`src/rtl/srps_pkg.sv`:
```
// Shared types and constants for the sound request priority slot block.
// Used by srps_ctrl, srps_dp and the top level; depends on nothing.
package srps_pkg;

    // Stream field layout, lowest bit first
    localparam int IN_DATA_W   = 48;
    localparam int OUT_DATA_W  = 32;
    localparam int PRIO_W      = 16;
    localparam int REF_W       = 24;
    localparam int CH_W        = 2;
    localparam int MASK_W      = 3;

    localparam int IN_CH_LO    = 0;
    localparam int IN_PRIO_LO  = 2;
    localparam int IN_REF_LO   = 18;
    localparam int IN_BUSY_LO  = 42;
    localparam int IN_LOOP_LO  = 45;

    localparam logic ACT_REQUEST = 1'b0;
    localparam logic ACT_TICK    = 1'b1;

    typedef enum logic [1:0] {
        ST_CLEAR,
        ST_IDLE,
        ST_SCAN,
        ST_EMIT
    } t_state;

    typedef struct packed {
        logic clr;
        logic start;
        logic scan;
        logic emit;
        logic next_ch;
    } t_cmd;

    typedef struct packed {
        logic clr_done;
        logic in_bad;
        logic scan_done;
        logic out_free;
        logic more;
    } t_stat;

endpackage

```
`src/rtl/srps_ctrl.sv`:
```
// Sequencer for the slot block: clear pass, accept, scan, result hand-off.
// Depends on srps_pkg.
module srps_ctrl (
    input  logic            i_clk,
    input  logic            i_rst_n,
    input  logic            i_in_valid,
    output logic            o_in_ready,
    input  srps_pkg::t_stat i_stat,
    output srps_pkg::t_cmd  o_cmd
);

    srps_pkg::t_state r_state;
    srps_pkg::t_state n_state;

    always_ff @(posedge i_clk) begin
        if (!i_rst_n) begin
            r_state <= srps_pkg::ST_CLEAR;
        end else begin
            r_state <= n_state;
        end
    end

    always_comb begin
        n_state = r_state;
        case (r_state)
            srps_pkg::ST_CLEAR: begin
                if (i_stat.clr_done) n_state = srps_pkg::ST_IDLE;
            end
            srps_pkg::ST_IDLE: begin
                if (i_in_valid) begin
                    n_state = i_stat.in_bad ? srps_pkg::ST_EMIT : srps_pkg::ST_SCAN;
                end
            end
            srps_pkg::ST_SCAN: begin
                if (i_stat.scan_done) n_state = srps_pkg::ST_EMIT;
            end
            srps_pkg::ST_EMIT: begin
                if (i_stat.out_free) begin
                    n_state = i_stat.more ? srps_pkg::ST_SCAN : srps_pkg::ST_IDLE;
                end
            end
            default: n_state = srps_pkg::ST_CLEAR;
        endcase
    end

    always_comb begin
        o_cmd      = '0;
        o_in_ready = 1'b0;
        case (r_state)
            srps_pkg::ST_CLEAR: begin
                o_cmd.clr = 1'b1;
            end
            srps_pkg::ST_IDLE: begin
                o_in_ready  = 1'b1;
                o_cmd.start = i_in_valid;
            end
            srps_pkg::ST_SCAN: begin
                o_cmd.scan = 1'b1;
            end
            srps_pkg::ST_EMIT: begin
                o_cmd.emit    = i_stat.out_free;
                o_cmd.next_ch = i_stat.out_free & i_stat.more;
            end
            default: begin
                o_cmd = '0;
            end
        endcase
    end

endmodule

```
`src/rtl/srps_dp.sv`:
```
// Datapath: slot memory, head pointers, scan pipeline and output register.
// Depends on srps_pkg; driven by commands from srps_ctrl.
module srps_dp #(
    parameter int CHANNELS = 3,
    parameter int SLOTS    = 16,
    parameter int REF_BITS = 24
) (
    input  logic                              i_clk,
    input  logic                              i_rst_n,
    input  srps_pkg::t_cmd                    i_cmd,
    output srps_pkg::t_stat                   o_stat,
    input  logic [srps_pkg::IN_DATA_W-1:0]    i_in_data,
    input  logic                              i_in_tick,
    output logic                              o_out_valid,
    input  logic                              i_out_ready,
    output logic [srps_pkg::OUT_DATA_W-1:0]   o_out_data,
    output logic                              o_out_last
);

    localparam int DEPTH = CHANNELS * SLOTS;
    localparam int AW    = (DEPTH > 1) ? $clog2(DEPTH) : 1;
    localparam int SW    = $clog2(SLOTS);
    localparam int CHW   = (CHANNELS > 1) ? $clog2(CHANNELS) : 1;
    localparam int RW    = (REF_BITS < srps_pkg::REF_W) ? REF_BITS : srps_pkg::REF_W;
    localparam int WW    = 1 + srps_pkg::PRIO_W + RW;

    localparam logic [SW-1:0]  LAST_SLOT = SW'(SLOTS - 1);
    localparam logic [AW-1:0]  LAST_ADDR = AW'(DEPTH - 1);
    localparam logic [CHW-1:0] LAST_CH   = CHW'(CHANNELS - 1);
    localparam logic [AW-1:0]  SLOTS_A   = AW'(SLOTS);

    function automatic logic [SW-1:0] next_slot(input logic [SW-1:0] s);
        next_slot = (s == LAST_SLOT) ? '0 : s + 1'b1;
    endfunction

    logic [WW-1:0] r_mem [DEPTH];
    logic [WW-1:0] r_rd;

    // item
    logic                        r_tick;
    logic [srps_pkg::CH_W-1:0]   r_req_ch;
    logic [srps_pkg::PRIO_W-1:0] r_prio;
    logic [RW-1:0]               r_note;
    logic [srps_pkg::MASK_W-1:0] r_busy;
    logic [srps_pkg::MASK_W-1:0] r_loop;

    // scan
    logic [CHW-1:0] r_ch;
    logic [SW-1:0]  r_pos;
    logic [SW-1:0]  r_cnt;
    logic           r_iss_on;
    logic           r_pv;
    logic           r_plast;
    logic [AW-1:0]  r_paddr;
    logic [SW-1:0]  r_pslot;
    logic           r_hit;
    logic           r_found;
    logic [RW-1:0]  r_fnote;
    logic [SW-1:0]  r_fslot;

    logic [SW-1:0]  r_head [CHANNELS];
    logic [AW-1:0]  r_clr;

    logic                              r_out_valid;
    logic [srps_pkg::OUT_DATA_W-1:0]   r_out_data;
    logic                              r_out_last;

    logic [srps_pkg::CH_W-1:0]   in_ch;
    logic                        in_bad;
    logic [CHW-1:0]              start_ch;
    logic [CHW-1:0]              step_ch;
    logic [AW-1:0]               rd_addr;
    logic                        rd_v;
    logic [srps_pkg::PRIO_W-1:0] rd_prio;
    logic [RW-1:0]               rd_note;
    logic                        hit_now;
    logic                        we;
    logic [AW-1:0]               wa;
    logic [WW-1:0]               wd;
    logic [7:0]                  busy_ext;
    logic [7:0]                  loop_ext;
    logic                        st;
    logic                        out_free;

    assign in_ch    = i_in_data[srps_pkg::IN_CH_LO +: srps_pkg::CH_W];
    assign in_bad   = (i_in_tick == srps_pkg::ACT_REQUEST) && (4'(in_ch) >= 4'(CHANNELS));
    assign start_ch = ((i_in_tick == srps_pkg::ACT_TICK) || in_bad) ? '0 : CHW'(in_ch);
    assign step_ch  = r_ch + 1'b1;

    assign rd_addr = AW'(r_ch) * SLOTS_A + AW'(r_pos);
    assign rd_v    = r_rd[WW-1];
    assign rd_prio = r_rd[WW-2:RW];
    assign rd_note = r_rd[RW-1:0];
    assign hit_now = !rd_v || (r_prio > rd_prio);

    always_comb begin
        we = 1'b0;
        wa = r_paddr;
        wd = {1'b0, rd_prio, rd_note};
        if (i_cmd.clr) begin
            we = 1'b1;
            wa = r_clr;
            wd = '0;
        end else if (i_cmd.scan && r_pv) begin
            if (r_tick == srps_pkg::ACT_TICK) begin
                we = 1'b1;
            end else if (hit_now) begin
                we = 1'b1;
                wd = {1'b1, r_prio, r_note};
            end
        end
    end

    always_ff @(posedge i_clk) begin
        if (we) r_mem[wa] <= wd;
        if (i_cmd.scan && r_iss_on) r_rd <= r_mem[rd_addr];
    end

    assign busy_ext = 8'(r_busy);
    assign loop_ext = 8'(r_loop);
    assign st       = (r_tick == srps_pkg::ACT_TICK) && r_found
                      && (!busy_ext[r_ch] || loop_ext[r_ch]);
    assign out_free = !r_out_valid || i_out_ready;

    // control state
    always_ff @(posedge i_clk) begin
        if (!i_rst_n) begin
            r_clr       <= '0;
            r_iss_on    <= 1'b0;
            r_pv        <= 1'b0;
            r_out_valid <= 1'b0;
            for (int c = 0; c < CHANNELS; c++) r_head[c] <= '0;
        end else begin
            if (i_cmd.clr) r_clr <= r_clr + 1'b1;
            if (i_cmd.start || i_cmd.next_ch) begin
                r_iss_on <= 1'b1;
                r_pv     <= 1'b0;
            end else if (i_cmd.scan) begin
                r_pv <= r_iss_on;
                if (r_iss_on && r_cnt == LAST_SLOT) r_iss_on <= 1'b0;
            end
            if (i_cmd.emit) begin
                r_out_valid <= 1'b1;
                if (st) r_head[r_ch] <= next_slot(r_fslot);
            end else if (i_out_ready) begin
                r_out_valid <= 1'b0;
            end
        end
    end

    // payload
    always_ff @(posedge i_clk) begin
        if (i_cmd.start) begin
            r_tick   <= i_in_tick;
            r_req_ch <= in_ch;
            r_prio   <= i_in_data[srps_pkg::IN_PRIO_LO +: srps_pkg::PRIO_W];
            r_note   <= i_in_data[srps_pkg::IN_REF_LO +: RW];
            r_busy   <= i_in_data[srps_pkg::IN_BUSY_LO +: srps_pkg::MASK_W];
            r_loop   <= i_in_data[srps_pkg::IN_LOOP_LO +: srps_pkg::MASK_W];
            r_ch     <= start_ch;
            r_pos    <= r_head[start_ch];
        end else if (i_cmd.next_ch) begin
            r_ch  <= step_ch;
            r_pos <= r_head[step_ch];
        end
        if (i_cmd.start || i_cmd.next_ch) begin
            r_cnt   <= '0;
            r_hit   <= 1'b0;
            r_found <= 1'b0;
        end else if (i_cmd.scan) begin
            if (r_iss_on) begin
                r_pos   <= next_slot(r_pos);
                r_cnt   <= r_cnt + 1'b1;
                r_plast <= (r_cnt == LAST_SLOT);
                r_paddr <= rd_addr;
                r_pslot <= r_pos;
            end
            if (r_pv) begin
                if (r_tick == srps_pkg::ACT_TICK) begin
                    if (rd_v && !r_found) begin
                        r_found <= 1'b1;
                        r_fnote <= rd_note;
                        r_fslot <= r_pslot;
                    end
                end else if (hit_now) begin
                    r_hit <= 1'b1;
                end
            end
        end
        if (i_cmd.emit) begin
            r_out_data <= {4'b0000,
                           st ? srps_pkg::REF_W'(r_fnote) : {srps_pkg::REF_W{1'b0}},
                           st,
                           (r_tick == srps_pkg::ACT_REQUEST) && r_hit,
                           (r_tick == srps_pkg::ACT_TICK) ? srps_pkg::CH_W'(r_ch) : r_req_ch};
            r_out_last <= (r_tick == srps_pkg::ACT_REQUEST) || (r_ch == LAST_CH);
        end
    end

    always_comb begin
        o_stat.clr_done  = (r_clr == LAST_ADDR);
        o_stat.in_bad    = in_bad;
        o_stat.scan_done = r_pv && (r_plast || ((r_tick == srps_pkg::ACT_REQUEST) && hit_now));
        o_stat.out_free  = out_free;
        o_stat.more      = (r_tick == srps_pkg::ACT_TICK) && (r_ch != LAST_CH);
    end

    assign o_out_valid = r_out_valid;
    assign o_out_data  = r_out_data;
    assign o_out_last  = r_out_last;

endmodule

```
`src/rtl/sound_request_priority_slots_top.sv`:
```
// Top level of the sound request priority slot block.
// Depends on srps_pkg, srps_ctrl and srps_dp.
//
//  channel  | dir | handshake              | content
//  ---------+-----+------------------------+-----------------------------------
//  s_axis   | in  | s_axis_tvalid/tready   | note request or playback tick
//  m_axis   | out | m_axis_tvalid/tready   | one result per request, one per
//           |     |                        | channel per tick, tlast on final
//
// A request scans at most SLOTS slots of its channel (one slot memory read per
// cycle on the scan); a tick scans every slot of every channel.
// After reset a clearing pass over all CHANNELS*SLOTS slots runs with tready low.
// One item is in work at a time; the output register lets the next item be
// taken while the last result waits, and a stalled output holds the scan.
module sound_request_priority_slots_top #(
    parameter int CHANNELS = 3,
    parameter int SLOTS    = 16,
    parameter int REF_BITS = 24
) (
    input  logic                            i_clk,
    input  logic                            i_rst_n,
    input  logic                            s_axis_tvalid,
    output logic                            s_axis_tready,
    // channel[1:0], priority_req[17:2], note_ref[41:18],
    // busy_mask[44:42], looping_mask[47:45]
    input  logic [srps_pkg::IN_DATA_W-1:0]  s_axis_tdata,
    // action[0]
    input  logic                            s_axis_tuser,
    output logic                            m_axis_tvalid,
    input  logic                            m_axis_tready,
    // out_channel[1:0], accepted[2], started[3], started_ref[27:4], zero[31:28]
    output logic [srps_pkg::OUT_DATA_W-1:0] m_axis_tdata,
    output logic                            m_axis_tlast
);

    srps_pkg::t_cmd  cmd;
    srps_pkg::t_stat stat;

    srps_ctrl u_ctrl (
        .i_clk      (i_clk),
        .i_rst_n    (i_rst_n),
        .i_in_valid (s_axis_tvalid),
        .o_in_ready (s_axis_tready),
        .i_stat     (stat),
        .o_cmd      (cmd)
    );

    srps_dp #(
        .CHANNELS (CHANNELS),
        .SLOTS    (SLOTS),
        .REF_BITS (REF_BITS)
    ) u_dp (
        .i_clk       (i_clk),
        .i_rst_n     (i_rst_n),
        .i_cmd       (cmd),
        .o_stat      (stat),
        .i_in_data   (s_axis_tdata),
        .i_in_tick   (s_axis_tuser),
        .o_out_valid (m_axis_tvalid),
        .i_out_ready (m_axis_tready),
        .o_out_data  (m_axis_tdata),
        .o_out_last  (m_axis_tlast)
    );

endmodule
```
`config.mk`:
```
export PLATFORM = sky130hd
export DESIGN_NAME = sound_request_priority_slots_top
export DESIGN_NICKNAME = d
export VERILOG_FILES = /design/src/rtl/srps_pkg.sv /design/src/rtl/srps_ctrl.sv /design/src/rtl/srps_dp.sv /design/src/rtl/sound_request_priority_slots_top.sv
export SDC_FILE = /design/constraint.sdc
export NUM_CORES = 2
export LEC_CHECK = 0
export BUFFER_PORTS_ARGS = -buffer_cell sky130_fd_sc_hd__buf_2
export CORE_MARGIN = 4
export CORE_UTILIZATION = 60
export CTS_CLUSTER_DIAMETER = 150
export CTS_CLUSTER_SIZE = 30
export DETAILED_ROUTE_END_ITERATION = 8
export MAX_ROUTING_LAYER = met4
export PLACE_DENSITY = 0.75
export SYNTH_ARGS = -nofsm -noshare
export SYNTH_HDL_FRONTEND = slang
export SYNTH_SLANG_ARGS = --single-unit
```
`constraint.sdc`:
```
create_clock -name i_clk -period 5.3 [get_ports i_clk]
set_input_delay 0.53 -clock i_clk [delete_from_list [all_inputs] [get_ports i_clk]]
set_output_delay 0.53 -clock i_clk [all_outputs]
set_load 0.005 [all_outputs]
```
==> results_dict.tcl <==
set metrics [dict create \
    cp_slowest_stage_delay_ns 1.05 \
    grt.overflow.total 0 \
    finalHoldViolations 0 \
    cts_root_buf "clkbuf_16" \
    ios 88 \
    multi_input_area_um2 18200 \
    grt_pass1_wl_um 288000 \
    status "complete, no violations" \
    synth_area_um2 83300 \
    core_um2 138000 \
    cp_num_buf_inv 1 \
    die_w_um 381 \
    io_buffers 83 \
    synth-edff-count 2140 \
    n_fill_cell 8466 \
    final_cell_mix "edfxtp_1 (2,140), mux4_2 (537), buf_4 (140), mux2i_1 (126), a21oi_1 (102)" \
    clock_path_buffers 3 \
    grt_setup_unrepaired "false" \
    cts_resized 0 \
    viasPerCell 6.98 \
    cts_sinks 2161 \
    detail-route-antenna-nets 0 \
    cp_slowest_cell "o21ai_2" \
    arrival_ns 4.58 \
    numCtsBuffers 82 \
    cp_cell_sequence "ha_1, nand4_1, nor4_4, a21oi_1, and2_2, and2_4, o21ai_2, buf_4" \
    final_common_cell "edfxtp_1" \
    place.gp.congestion 0.909 \
    syn_to_final_growth_pct 8.14 \
    worstSetupStartpointType "flop" \
    cap_violations 0 \
    min_period_ns 4.02 \
    antenna_found_initial 8 \
    drc 0 \
    initial_core_util_pct 60.5 \
    crit_type "reg2reg" \
    ys_types 60 \
    min_path_type "in2reg" \
    synth.avg_cell_area_um2 22.3 \
    worstPathMaxFanout 31 \
    clock_skew_ns 0.0477 \
    drv_slew 0 \
    path_delay_family "simple AND/OR/NAND/NOR gates" \
    p_leak_uw 0.0224 \
    ir_worst_vdd_v 0.000235 \
    vias 39900 \
    dr.pass1.iters 6 \
    clk_pin_slew_worst_paths_ns 0.12 \
    nNetsFinal 3983 \
    rows 136 \
    drt_iter0_drc 5863 \
    powerDensity_nw_per_um2 296 \
    wirelength_um 199000 \
    fin_setup_tns_ns 0 \
    regArea_um2 64700 \
    async_reset_ff_share_pct 0 \
    final-setup-viol-count 0 \
    drive_above_1_share_pct 26.5 \
    die-area_um2 145000 \
    worstPathRequired_ns 5.86 \
    synthFlopType "edfxtp_1" \
    wl_per_cell_um 34.9 \
    htreeDepth 3 \
    clock.fmax_mhz 249 \
    grt_usage_pct 28.7 \
    ys_seq_elements 2161 \
    grt_pass1_vias 39300 \
    dp_hpwl_um 113000 \
    die_h_um 381 \
    synthCells 3727 \
    grt_max_degree 72 \
    ys_seq_area_share_pct 77.7 \
    insertion_delay_ns 0.74 \
    synth_warnings 0 \
    worst_slew_pin_slew_ns 1.25 \
    cp-end-kind "flop" \
    relSlewSlack_pct 16.9 \
    finalCritPeriodShare_pct 75.9 \
    p_total_uw 26700 \
    cts_tree "built" \
]
final cells by class:
type	count	share of cell area (%)
antenna	5	0.0139
clock buffer	98	2.37
clock inverter	4	0.0625
inverter	34	0.142
multi-input combinational	1331	20.2
sequential	2161	71.8
tap	1794	2.49
timing repair buffer	296	2.92
flip-flops by register name, indices dropped and copies added (netlist names), 2 cells and up:
name / cells
u_dp.r_paddr: 3
u_dp.r_ch: 2
u_dp.r_clr: 6
u_dp.r_fnote: 24
u_dp.r_prio: 16
u_dp.r_pos: 4
u_dp.r_cnt: 4
u_dp.r_busy: 3
u_dp.r_loop: 3
u_dp.r_head: 16
u_dp.o_out_data: 28
u_dp.r_pslot: 3
u_ctrl.r_state: 2
u_dp.r_rd: 41
u_dp.r_mem: 1968
u_dp.r_req_ch: 2
u_dp.r_note: 24
u_dp.r_fslot: 4
synthesized netlist by cell type, drive strengths merged, types with 3 or more instances:
cell | number | area [µm²]
a211oi | 4 | 30.0
a21oi | 132 | 661
and2 | 30 | 188
buf | 105 | 622
clkbuf | 99 | 372
dfxtp | 21 | 420
edfxtp | 2140 | 64300
ha | 24 | 300
inv | 33 | 124
mux2 | 43 | 484
mux2i | 126 | 1260
mux4 | 537 | 12100
nand2 | 58 | 218
nand2b | 8 | 50.1
nand3 | 49 | 245
nand3b | 5 | 37.5
nand4 | 14 | 103
nor2 | 90 | 338
nor2b | 5 | 31.3
nor3 | 8 | 40.0
nor3b | 4 | 30.0
nor4 | 3 | 33.8
o21ai | 81 | 405
o221ai | 3 | 26.3
o22a | 3 | 26.3
o22ai | 44 | 275
o31ai | 16 | 278
or3 | 5 | 31.3
xnor2 | 3 | 26.3
xor2 | 6 | 52.6
metal layers:
layer  global-route usage [%]  share of wire [%]  vias to the layer above
met5                        -                  0                        -
met4                     8.01                2.8                        0
met3                     5.41                 11                      338
met2                     44.1                 49                     2496
li1                         -                  -                    15900
met1                     40.5                 37                    21200
path summary, 6_finish.rpt:
check | startpoint | endpoint | slack (ns) | depth (start not counted)
hold / removal | s_axis_tdata[1] | u_dp.r_req_ch[1]$_DFFE_PP_ | 0.05 | 1
setup / recovery | u_dp.r_prio[11]$_DFFE_PP_ | u_dp.r_mem[30][10]$_DFFE_PP_ | 1.28 | 8
setup reg to reg | u_dp.r_prio[11]$_DFFE_PP_ | u_dp.r_mem[30][10]$_DFFE_PP_ | 1.28 | 8
hold reg to reg | u_dp.r_rd[22]$_DFFE_PP_ | u_dp.r_fnote[22]$_DFFE_PP_ | 0.46 | 0
worst reg2reg max path: stages (launching register included):
cell,delay (ns)
edfxtp_1,0.43
ha_1,0.34
nand4_1,0.22
nor4_4,0.49
a21oi_1,0.25
and2_2,0.27
and2_4,0.37
o21ai_2,1.09
buf_4,0.38
logic make-up (layout without fill, tap and decap cells):
group,after synthesis,in the layout,synth area share [%]
xor gates and xnor gates,9,9,0.0946
adders and majority gates,24,24,0.361
and+or+nand+nor,287,287,1.69
AOI/OAI and AO/OA,301,301,2.22
buffers and inverters,238,432,1.35
muxes,706,706,16.6
DFF,2161,2161,77.7
other,1,9,0.00450
stage by stage:
| step | hold WS [ns] | util (%) | area [µm²] | instances | setup WS, ns |
|---|---|---|---|---|---|
| after floorplan | 0.419 | - | 83300 | 3730 | 0.801 |
| after global placement | 0.436 | 63.6 | 87600 | 5586 | 1.46 |
| after detailed placement | 0.437 | 63.6 | 87600 | 5586 | 1.41 |
| after CTS | 0.0192 | 65.4 | 90100 | 5718 | 1.40 |
| after global routing | 0.0420 | 65.4 | 90100 | 5722 | 1.10 |
| final | 0.0520 | 65.4 | 90100 | 5723 | 1.28 |
where the power goes:
group / internal (µW) / leakage (µW) / total, µW / switching, µW
logic: 134 / 0.00514 / 348 / 214
clock network: 2900 / 0.00107 / 7670 / 4780
registers: 18600 / 0.0162 / 18600 / 35.8
total: 21600 / 0.0224 / 26700 / 5020
what timing repair did:
| action | in CTS | in global routing |
|---|---|---|
| setup buffers | 0 | 0 |
| hold endpoints to repair | 30 | 0 |
| hold buffers | 30 | 0 |
No activity file was read; power rests on OpenSTA's default activity.
